===== config.mk =====
export PLATFORM = sky130hd
export DESIGN_NAME = sbus_frame_receiver_decoder
export DESIGN_NICKNAME = d
export VERILOG_FILES = /design/src/rtl/sfrd_pkg.sv /design/src/rtl/sfrd_ctrl.sv /design/src/rtl/sfrd_dp.sv /design/src/rtl/sbus_frame_receiver_decoder.sv
export SDC_FILE = /design/constraint.sdc
export NUM_CORES = 1
export LEC_CHECK = 0
export BUFFER_PORTS_ARGS = -buffer_cell sky130_fd_sc_hd__buf_2
export CAP_MARGIN = 40
export CORE_MARGIN = 2
export CORE_UTILIZATION = 67
export CTS_CLUSTER_SIZE = 25
export DETAILED_ROUTE_END_ITERATION = 8
export PLACE_DENSITY = 0.95
export REMOVE_ABC_BUFFERS = 1
export SLEW_MARGIN = 20
export SYNTH_ARGS = -nofsm -noshare
export SYNTH_HDL_FRONTEND = slang
export SYNTH_SLANG_ARGS = --single-unit
export TNS_END_PERCENT = 10

===== constraint.sdc =====
create_clock -name clk -period 19.58 [get_ports clk]
set_input_delay 0.979 -clock clk [delete_from_list [all_inputs] [get_ports clk]]
set_output_delay 0.979 -clock clk [all_outputs]
set_load 0.02 [all_outputs]

===== src/rtl/sfrd_pkg.sv =====
// ----------------------------------------------------------------------------
// SBUS frame decoder package
// Shared constants, codes and controller/datapath interface types.
// ----------------------------------------------------------------------------
package sfrd_pkg;

	// Frame layout
	localparam int FRAME_BYTES   = 25;
	localparam int POS_W         = $clog2(FRAME_BYTES + 1);
	localparam int FLAG_POS      = 23;
	localparam int DATA_BYTES    = 22;
	localparam int SLOT_W        = $clog2(DATA_BYTES);
	localparam int CHAN_W        = 11;
	localparam int ANALOG_CH     = 16;
	localparam int NUM_CH        = ANALOG_CH + 2;
	localparam int IDX_W         = 5;
	localparam int PAYLOAD_BITS  = DATA_BYTES * 8;

	localparam logic [7:0] START_BYTE = 8'h0F;

	// Configuration register map
	localparam int CFG_IDX_W  = 2;
	localparam int CFG_DATA_W = 16;
	typedef enum logic [CFG_IDX_W-1:0] {
		CFG_TIMEOUT    = 2'd0,
		CFG_DIGI_LOW   = 2'd1,
		CFG_DIGI_HIGH  = 2'd2
	} cfg_index_t;

	localparam logic [15:0]       TIMEOUT_RST   = 16'd3500;
	localparam logic [CHAN_W-1:0] DIGI_LOW_RST  = 11'd173;
	localparam logic [CHAN_W-1:0] DIGI_HIGH_RST = 11'd1812;

	// Frame status codes
	typedef enum logic [1:0] {
		ST_COMPLETE    = 2'd0,
		ST_FAILSAFE    = 2'd1,
		ST_SIGNAL_LOSS = 2'd2
	} frame_status_t;

	// Flag byte bits
	localparam int FLAG_DIGI0     = 0;
	localparam int FLAG_DIGI1     = 1;
	localparam int FLAG_LOST      = 2;
	localparam int FLAG_FAILSAFE  = 3;

	// Controller to datapath
	typedef struct packed {
		logic byte_take;   // input transfer this cycle
		logic emit_step;   // load next result into the output register
	} sfrd_cmd_t;

	// Datapath to controller
	typedef struct packed {
		logic frame_done;  // current input byte completes a frame
		logic chan_last;   // next result is the final one of the frame
	} sfrd_sts_t;

endpackage


===== src/rtl/sfrd_ctrl.sv =====
// ----------------------------------------------------------------------------
// SBUS frame decoder controller
// Sequences byte reception and the per-channel result emission.
// ----------------------------------------------------------------------------
module sfrd_ctrl (
	input  logic                 clk,
	input  logic                 arst_n,
	input  logic                 in_valid,
	output logic                 in_ready,
	output logic                 out_valid,
	input  logic                 out_ready,
	output sfrd_pkg::sfrd_cmd_t  cmd,
	input  sfrd_pkg::sfrd_sts_t  sts
);

	typedef enum logic {
		S_RECV,
		S_EMIT
	} state_t;

	state_t state_q;
	logic   out_valid_q;

	// Handshake and commands
	always_comb begin
		in_ready       = (state_q == S_RECV);
		cmd.byte_take  = in_valid && (state_q == S_RECV);
		cmd.emit_step  = (state_q == S_EMIT) && (!out_valid_q || out_ready);
	end

	assign out_valid = out_valid_q;

	// State and output valid
	always_ff @(posedge clk or negedge arst_n) begin
		if (!arst_n) begin
			state_q     <= S_RECV;
			out_valid_q <= 1'b0;
		end else begin
			if (cmd.emit_step) begin
				out_valid_q <= 1'b1;
			end else if (out_ready) begin
				out_valid_q <= 1'b0;
			end
			unique case (state_q)
				S_RECV: begin
					if (cmd.byte_take && sts.frame_done) begin
						state_q <= S_EMIT;
					end
				end
				S_EMIT: begin
					if (cmd.emit_step && sts.chan_last) begin
						state_q <= S_RECV;
					end
				end
				default: begin
					state_q <= S_RECV;
				end
			endcase
		end
	end

endmodule


===== src/rtl/sfrd_dp.sv =====
// ----------------------------------------------------------------------------
// SBUS frame decoder datapath
// Position tracking, timeout check, frame storage, channel unpacking,
// configuration registers and the output register.
// ----------------------------------------------------------------------------
module sfrd_dp (
	input  logic                               clk,
	input  logic                               arst_n,
	input  sfrd_pkg::sfrd_cmd_t                cmd,
	output sfrd_pkg::sfrd_sts_t                sts,
	input  logic [7:0]                         rx_byte,
	input  logic [31:0]                        now_us,
	input  logic                               cfg_we,
	input  logic [sfrd_pkg::CFG_IDX_W-1:0]     cfg_index,
	input  logic [sfrd_pkg::CFG_DATA_W-1:0]    cfg_data,
	output logic [sfrd_pkg::IDX_W-1:0]         channel_index,
	output logic [sfrd_pkg::CHAN_W-1:0]        channel_value,
	output logic [1:0]                         frame_status,
	output logic                               last_of_frame
);

	logic [15:0]                      timeout_q;
	logic [sfrd_pkg::CHAN_W-1:0]      digi_low_q;
	logic [sfrd_pkg::CHAN_W-1:0]      digi_high_q;

	logic [sfrd_pkg::POS_W-1:0]       pos_q;
	logic [31:0]                      start_q;
	logic [sfrd_pkg::DATA_BYTES-1:0][7:0] payload_q;
	logic [7:0]                       flags_q;
	logic [sfrd_pkg::IDX_W-1:0]       chan_q;

	logic [sfrd_pkg::IDX_W-1:0]       idx_q;
	logic [sfrd_pkg::CHAN_W-1:0]      value_q;
	logic [1:0]                       status_q;
	logic                             last_q;

	logic [31:0]                      diff;
	logic                             timed_out;
	logic [sfrd_pkg::POS_W-1:0]       pos_eff;
	logic                             is_start;
	logic                             stored;
	logic [sfrd_pkg::POS_W-1:0]       pos_m1;
	logic [sfrd_pkg::SLOT_W-1:0]      slot;
	logic                             in_data;
	logic [sfrd_pkg::PAYLOAD_BITS-1:0] payload_flat;
	logic [sfrd_pkg::CHAN_W-1:0]      next_value;
	sfrd_pkg::frame_status_t          next_status;

	// Timeout on signed wrapped gap, then effective position
	always_comb begin
		diff      = now_us - start_q;
		timed_out = !diff[31] && (diff[30:0] > 31'(timeout_q));
		pos_eff   = timed_out ? '0 : pos_q;
		is_start  = (rx_byte == sfrd_pkg::START_BYTE);
		stored    = (pos_eff == '0) ? is_start
		          : (pos_eff < sfrd_pkg::POS_W'(sfrd_pkg::FRAME_BYTES));
		pos_m1    = pos_eff - sfrd_pkg::POS_W'(1);
		slot      = pos_m1[sfrd_pkg::SLOT_W-1:0];
		in_data   = (pos_eff != '0)
		          && (pos_eff <= sfrd_pkg::POS_W'(sfrd_pkg::DATA_BYTES));
	end

	assign sts.frame_done = (pos_eff == sfrd_pkg::POS_W'(sfrd_pkg::FRAME_BYTES - 1));
	assign sts.chan_last  = (chan_q == sfrd_pkg::IDX_W'(sfrd_pkg::NUM_CH - 1));

	// Next result: analog from the shifting payload, digital from flag bits
	assign payload_flat = payload_q;
	always_comb begin
		if (chan_q < sfrd_pkg::IDX_W'(sfrd_pkg::ANALOG_CH)) begin
			next_value = payload_flat[sfrd_pkg::CHAN_W-1:0];
		end else if (chan_q == sfrd_pkg::IDX_W'(sfrd_pkg::ANALOG_CH)) begin
			next_value = flags_q[sfrd_pkg::FLAG_DIGI0] ? digi_high_q : digi_low_q;
		end else begin
			next_value = flags_q[sfrd_pkg::FLAG_DIGI1] ? digi_high_q : digi_low_q;
		end
		if (flags_q[sfrd_pkg::FLAG_FAILSAFE]) begin
			next_status = sfrd_pkg::ST_FAILSAFE;
		end else if (flags_q[sfrd_pkg::FLAG_LOST]) begin
			next_status = sfrd_pkg::ST_SIGNAL_LOSS;
		end else begin
			next_status = sfrd_pkg::ST_COMPLETE;
		end
	end

	// Control state: config, position, start time, channel counter
	always_ff @(posedge clk or negedge arst_n) begin
		if (!arst_n) begin
			timeout_q   <= sfrd_pkg::TIMEOUT_RST;
			digi_low_q  <= sfrd_pkg::DIGI_LOW_RST;
			digi_high_q <= sfrd_pkg::DIGI_HIGH_RST;
			pos_q       <= '0;
			start_q     <= '0;
			chan_q      <= '0;
		end else begin
			if (cfg_we) begin
				unique case (cfg_index)
					sfrd_pkg::CFG_TIMEOUT:   timeout_q   <= cfg_data;
					sfrd_pkg::CFG_DIGI_LOW:  digi_low_q  <= cfg_data[sfrd_pkg::CHAN_W-1:0];
					sfrd_pkg::CFG_DIGI_HIGH: digi_high_q <= cfg_data[sfrd_pkg::CHAN_W-1:0];
					default: ;
				endcase
			end
			if (cmd.byte_take) begin
				if ((pos_eff == '0) && is_start) begin
					start_q <= now_us;
				end
				pos_q <= stored ? pos_eff + sfrd_pkg::POS_W'(1) : pos_eff;
				if (sts.frame_done) begin
					chan_q <= '0;
				end
			end
			if (cmd.emit_step) begin
				chan_q <= chan_q + sfrd_pkg::IDX_W'(1);
			end
		end
	end

	// Frame storage and output register (no reset needed)
	always_ff @(posedge clk) begin
		if (cmd.byte_take && stored) begin
			if (in_data) begin
				payload_q[slot] <= rx_byte;
			end
			if (pos_eff == sfrd_pkg::POS_W'(sfrd_pkg::FLAG_POS)) begin
				flags_q <= rx_byte;
			end
		end
		if (cmd.emit_step) begin
			if (chan_q < sfrd_pkg::IDX_W'(sfrd_pkg::ANALOG_CH)) begin
				payload_q <= payload_flat >> sfrd_pkg::CHAN_W;
			end
			idx_q    <= chan_q;
			value_q  <= next_value;
			status_q <= next_status;
			last_q   <= sts.chan_last;
		end
	end

	assign channel_index = idx_q;
	assign channel_value = value_q;
	assign frame_status  = status_q;
	assign last_of_frame = last_q;

endmodule


===== src/rtl/sbus_frame_receiver_decoder.sv =====
// ----------------------------------------------------------------------------
// SBUS frame receiver and channel decoder
// A new input byte can be taken every clock while in_ready is high. The byte
// that completes a 25-byte frame is followed by 18 results, one per channel
// (16 analog, 2 digital), paced by the single output register: in_ready is
// low until the last one is loaded, output stalls included. Results leave in
// channel order with the frame status on each and last_of_frame on channel
// 17. No clearing pass after reset; configuration writes are always taken.
// ----------------------------------------------------------------------------
module sbus_frame_receiver_decoder (
	input  logic                               clk,
	input  logic                               arst_n,
	input  logic                               in_valid,
	output logic                               in_ready,
	input  logic [7:0]                         rx_byte,
	input  logic [31:0]                        now_us,
	output logic                               out_valid,
	input  logic                               out_ready,
	output logic [sfrd_pkg::IDX_W-1:0]         channel_index,
	output logic [sfrd_pkg::CHAN_W-1:0]        channel_value,
	output logic [1:0]                         frame_status,
	output logic                               last_of_frame,
	input  logic                               cfg_valid,
	output logic                               cfg_ready,
	input  logic [sfrd_pkg::CFG_IDX_W-1:0]     cfg_index,
	input  logic [sfrd_pkg::CFG_DATA_W-1:0]    cfg_data
);

	sfrd_pkg::sfrd_cmd_t cmd;
	sfrd_pkg::sfrd_sts_t sts;

	// Configuration writes never stall
	assign cfg_ready = 1'b1;

	sfrd_ctrl u_ctrl (
		.clk       (clk),
		.arst_n    (arst_n),
		.in_valid  (in_valid),
		.in_ready  (in_ready),
		.out_valid (out_valid),
		.out_ready (out_ready),
		.cmd       (cmd),
		.sts       (sts)
	);

	sfrd_dp u_dp (
		.clk           (clk),
		.arst_n        (arst_n),
		.cmd           (cmd),
		.sts           (sts),
		.rx_byte       (rx_byte),
		.now_us        (now_us),
		.cfg_we        (cfg_valid),
		.cfg_index     (cfg_index),
		.cfg_data      (cfg_data),
		.channel_index (channel_index),
		.channel_value (channel_value),
		.frame_status  (frame_status),
		.last_of_frame (last_of_frame)
	);

endmodule


# Word level (Yosys, flattened, before mapping)
# Index checks and enable logic that the tools add are counted.
# classes
addsub,4
n_mul,0
n_div,0
order_cmp,6
n_eq_ne,7
shift,0
mux,23
bitwise_logic,1
reduce_logical,24
# op_table
op,count
$mux W176,4
$bwmux W176,1
$mux W11,4
$demux W8 S5,1
$sub A32 B32 Y32,1
$gt A31 B16 Y1,1
$mux W5,5
$eq A5 B5 Y1 const B,4
$reduce_and A2 Y1,6
$add A5 B1 Y5 const B,2
$lt A5 B5 Y1 const B,2
$logic_and A1 B1 Y1,9
$eq A8 B4 Y1 const B,1
$mux W8,1
$lt A5 B6 Y1 const B,1
$reduce_bool A2 Y1,3
$ge A5 B1 Y1 const B,1
$le A5 B5 Y1 const B,1
$logic_not A5 Y1,1
$mux W1,5
$reduce_bool A5 Y1,1
$sub A5 B1 Y5 const B,1
$eq A2 B1 Y1 const B,1
$eq A2 B2 Y1 const B,1
other kinds (6),7
# totals
ff_bits,281
latchBits,0
ramBits,0
rom_bits,0
output_inout_bits,22
wordCells,100
n_memories,0

# Longest topological paths before layout
# depth
depth_word,14
mapped_depth,32

# Hierarchy
# A second synthesis with hierarchy kept.
# hier_totals
cells_unflattened,1623
hier_area_um2,15069.5
# modules_own_cells
mod,instances,cells_per_inst,area_each_um2,seq_area_each_um2
sfrd_dp,1,1612,14961.8,6237.2
sfrd_ctrl,1,9,96.3,50.0
sbus_frame_receiver_decoder,1,2,11.3,0.0

# Least setup slack after synthesis
# Ideal clock, no wire load.
# synth_timing
kind,in2reg
startpoint,in now_us[0]
endpoint,reg u_dp.payload_q (netlist bit u_dp.payload_flat[49])
setup_ns,0.120
arrival_ns,6.864
required_time_ns,19.460
slack_ns,12.596
cell_stages,31
cell_sequence,inv_1 -> ha_1 -> fa_1 -> nand2b_1 -> a21oi_1 -> nor2_1 -> o21a_1 -> o21ai_0 -> a21oi_1 -> xnor2_1 -> ha_1 -> nand4_1 -> or4_1 -> o21ai_0 -> o211ai_1 -> nor4_4 -> nand4_4 -> o21ai_4 -> buf_2 -> nand2_1 -> ha_1 -> clkbuf_1 -> o21ai_0 -> nor2_1 -> a21oi_1 -> nor2_1 -> a31oi_1 -> or3_1 -> buf_2 -> nor3_1 -> a211o_1
# synth_via
elab_chain_len,14
elab_cells_between_ends,23
# synth_lines
item,line_no,source
"start, declared",sbus_frame_receiver_decoder.sv:16,"input logic [31:0] now_us,"
$sub A32 B32 Y32 (*),sfrd_dp.sv:51,diff = now_us - start_q;
$gt A31 B16 Y1 / $logic_not A1 Y1 (equally long branches),sfrd_dp.sv:52,timed_out = !diff[31] && (diff[30:0] > 31'(timeout_q));
$logic_and A1 B1 Y1 (*),sfrd_dp.sv:52,
$mux W5 (*),sfrd_dp.sv:53,pos_eff = timed_out ? '0 : pos_q;
$sub A5 B1 Y5,sfrd_dp.sv:57,pos_m1 = pos_eff - sfrd_pkg::POS_W'(1);
$lt A5 B6 Y1 (not written as such) / $ge A5 B1 Y1 (equally long branches),sfrd_dp.sv:122,payload_q[slot] <= rx_byte;
$logic_and A1 B1 Y1 (not written as such),sfrd_dp.sv:122,
$mux W8 (not written as such),sfrd_dp.sv:122,
$demux W8 S5,-,
$bwmux W176,sfrd_dp.sv:122,
$mux W176,sfrd_dp.sv:121,if (in_data) begin
$mux W176 (*),sfrd_dp.sv:120,if (cmd.byte_take && stored) begin
$mux W176,sfrd_dp.sv:129,if (chan_q < sfrd_pkg::IDX_W'(sfrd_pkg::ANALOG_CH)) begin
$mux W176 (*),sfrd_dp.sv:128,if (cmd.emit_step) begin
"end signal, assigned by index",sfrd_dp.sv:122,
"end signal, assigned",sfrd_dp.sv:130,payload_q <= payload_flat >> sfrd_pkg::CHAN_W;
"end, declared",sfrd_dp.sv:28,logic [sfrd_pkg::DATA_BYTES-1:0][7:0] payload_q;
# Every way passes the cells marked *; elsewhere a longest branch is shown, timed or not.
# A chain may end at the register's enable or synchronous reset.

# Worst setup path in the final report
# layout_timing
startpoint,in now_us[0]
endpoint,reg u_dp.payload_q (netlist bit u_dp.payload_flat[11])
# Same word-level chain as after synthesis.

==> flow_metrics.env <==
export IMPL_crit_top_cell="o21ai_0"
export IMPL_grt_max_degree=98
export IMPL_hold_viol=0
export IMPL_io_buffers=83
export IMPL_finalCritPeriodShare_pct=40.0
export IMPL_cts_sinks=281
export IMPL_post_cts_buffers=0
export IMPL_slowest_delay_ns=0.61
export IMPL_gp_congestion=0.895
export IMPL_hold_ws_ns=0.424
export IMPL_leakagePower_nw=6.91
export IMPL_dr_pass1_iters=5
export IMPL_synth_seq_cells=281
export IMPL_cp_start_kind="input pin"
export IMPL_drv_cap=0
export IMPL_io_pins=85
export IMPL_grt_total_usage_pct=31.8
export IMPL_die_x_um=155
export IMPL_core_area_mm2=0.0225
export IMPL_arrival_ns=8.19
export IMPL_regArea_mm2=0.00629
export IMPL_die_y_um=155
export IMPL_final_cell_mix="nand2_1, dfxtp_1, mux2i_1"
export IMPL_yosysWarnings=0
export IMPL_holdBufCountCts=0
export IMPL_fin_ws_ns=11.76
export IMPL_final_nets=1815
export IMPL_rows=55
export IMPL_pre_cts_ws_ns=11.45
export IMPL_gr_total_overflow=0
export IMPL_yosysSeqAreaShare_pct=41.2
export IMPL_cts_max_path_buffers=3
export IMPL_netlist_instances=1689
export IMPL_grt_pass1_wl_um=62800
export IMPL_clk_pin_slew_ns=0.06
export IMPL_ant_nets=0
export IMPL_cts_htree_levels=1
export IMPL_setup_violations=0
export IMPL_ys_flop_type="dfxtp_1"
export IMPL_drc=0
export IMPL_synth_edf_count=23
export IMPL_ir_worst_vdd_uv=81.7
export IMPL_tritoncts="done"
export IMPL_crit_path_max_fanout=18
export IMPL_worstMarginPinSlew_ns=0.859
export IMPL_syn_to_final_growth_pct=9.59
export IMPL_viasPerCell=6.57
export IMPL_fmax_ghz=0.128
export IMPL_critPathRequiredTime_ns=19.95
export IMPL_timing_slew_headroom_pct=42.0
export IMPL_cts_buffers=29
export IMPL_synthArstFlopShare_pct=29.2
export IMPL_final_common_cell="nand2_1"
export IMPL_syn_area_mm2=0.0153
export IMPL_insertion_delay_ns=0.55
export IMPL_dieArea_mm2=0.0240
export IMPL_power_mw=1.94
export IMPL_status="finished, final reports clean"
export IMPL_diodes=0
export IMPL_p_per_area_mw_per_mm2=116
export IMPL_first_global_vias=12658
export IMPL_wl_per_cell_um=19.9
export IMPL_cts_root_buf="clkbuf_16"
export IMPL_synthDistinctLibCells=85
export IMPL_tns_ns=0
export IMPL_vias=13148
export IMPL_ctsResizeCount=0
export IMPL_fin_skew_ns=0.0177
export IMPL_drive_gt1_share_pct=15.4
export IMPL_place_hpwl_um=25300
export IMPL_critPathSlowestCell="nand4b_1"
export IMPL_post_synth_cell_area_avg_um2=9.04
export IMPL_setup_worst_path_class="input pin to register"
export IMPL_period_needed_ns=7.82
export IMPL_num_fill_cells=1493
export IMPL_start_util_pct=67.8
export IMPL_min_path_type="input pin to async pin"
export IMPL_rsz0062_at_grt="false"
export IMPL_multi_input_area_mm2=0.00819
export IMPL_drv_slew=0
export IMPL_final_util_pct=74.3
export IMPL_crit_path_end_kind="register"
export IMPL_antenna_found_initial=0
export IMPL_drt_iter0_markers=1354
export IMPL_drt_total_wl_um=39800
==> flip-flops by register name, indices dropped and copies added, names as in the netlist <==
register and flops:
u_dp.frame_status 2, u_dp.start_q 32, u_dp.pos_q 5, u_ctrl.state_q 1, u_dp.digi_high_q 11, u_dp.channel_value 11, u_dp.channel_index 5, u_dp.flags_q 4
u_ctrl.out_valid 1, u_dp.chan_q 5, u_dp.digi_low_q 11, u_dp.timeout_q 16, u_dp.payload_flat 176, u_dp.last_of_frame 1
==> where the power goes <==
part / internal [mW] / switching, mW
Sequential: 0.732 / 0.0812
Combinational: 0.203 / 0.352
Clock: 0.343 / 0.231
==> per-layer routing <==
layer	up-vias	share of wire, %	global-route usage [%]
met5	-	0	0
met4	0	3.8	12.6
met3	158	8.2	4.62
met2	691	48	54.0
met1	6262	40	41.2
li1	6037	-	-
==> metrics by stage <==
stage / cells / cell area [µm²]
6_report: 2002 / 16700
4_1_cts: 1999 / 16700
2_1_floorplan: 1562 / 14700
5_1_grt: 2002 / 16700
3_3_place_gp: 1942 / 15600
3_5_place_dp: 1946 / 15700
==> worst paths after layout <==
check                           slack [ns]  depth (start not counted)                            from                              end
worst max register to register       11.93                         28     u_dp.start_q[0]$_DFFE_PN0P_    u_dp.payload_flat[11]$_DFF_P_
max in group asynchronous            18.48                          2                          arst_n   u_dp.timeout_q[11]$_DFFE_PN1P_
worst max-delay path                 11.76                         30                       now_us[0]    u_dp.payload_flat[11]$_DFF_P_
min in group clk                      0.44                          2  u_dp.payload_flat[165]$_DFF_P_   u_dp.payload_flat[154]$_DFF_P_
worst min-delay path                  0.42                          1                          arst_n  u_dp.digi_high_q[1]$_DFFE_PN0P_
worst min register to register        0.44                          2  u_dp.payload_flat[165]$_DFF_P_   u_dp.payload_flat[154]$_DFF_P_
==> kinds of logic (layout without fill, tap and decap cells) <==
logic type | count (synthesis) | in the layout | share of synthesized area, %
AOI/OAI and AO/OA | 390 | 390 | 16.4
xor gates and xnor gates | 24 | 24 | 1.38
adders and majority gates | 57 | 57 | 4.72
buffers and inverters | 196 | 224 | 5.42
DFF | 281 | 281 | 41.2
muxes | 192 | 192 | 13.1
other | 1 | 1 | 0.0246
and+or+nand+nor | 548 | 548 | 17.9
==> cell usage after synthesis (7+ instances only) <==
library cell / count / area [µm²]
nand2_1: 256 / 961
dfxtp_1: 176 / 3520
mux2i_1: 135 / 1350
o21ai_0: 122 / 611
clkbuf_1: 89 / 334
nor2_1: 76 / 285
inv_1: 69 / 259
dfrtp_1: 65 / 1630
o21ai_1: 57 / 285
a21oi_1: 56 / 280
ha_1: 56 / 701
mux2_2: 56 / 631
nand3_1: 44 / 220
nor3_1: 35 / 175
buf_2: 26 / 130
nand4_1: 24 / 150
edfxtp_1: 23 / 691
a31oi_1: 21 / 131
nand3b_1: 20 / 150
or3_1: 18 / 113
dfstp_2: 17 / 447
o31a_1: 17 / 149
a311o_1: 16 / 160
o211ai_1: 16 / 120
nor4_1: 15 / 93.8
xnor2_1: 15 / 131
a21o_1: 11 / 82.6
nor3_4: 9 / 146
o21a_1: 9 / 67.6
xor2_1: 9 / 78.8
a211o_1: 8 / 70.1
a21oi_2: 8 / 70.1
nand2b_1: 8 / 50.1
nor2b_1: 8 / 50.1
a211oi_1: 7 / 52.6
==> worst max-delay path: cells and delay by family <==
kind,cells,cell delay (ns)
AOI/OAI and AO/OA,10,2.30
xor gates and xnor gates,1,0.15
adders and majority gates,4,1.12
buffers and inverters,3,0.27
muxes,1,0.36
and+or+nand+nor,11,2.99
==> final cells by class <==
type / instances / share of cell area [%]
clock buffer: 41 / 5.09
multi-input combinational: 1212 / 48.9
tap: 285 / 2.13
sequential: 281 / 37.6
timing repair buffer: 102 / 3.81
clock inverter: 12 / 0.897
inverter: 69 / 1.55
Power figures use the tool's default switching activity.
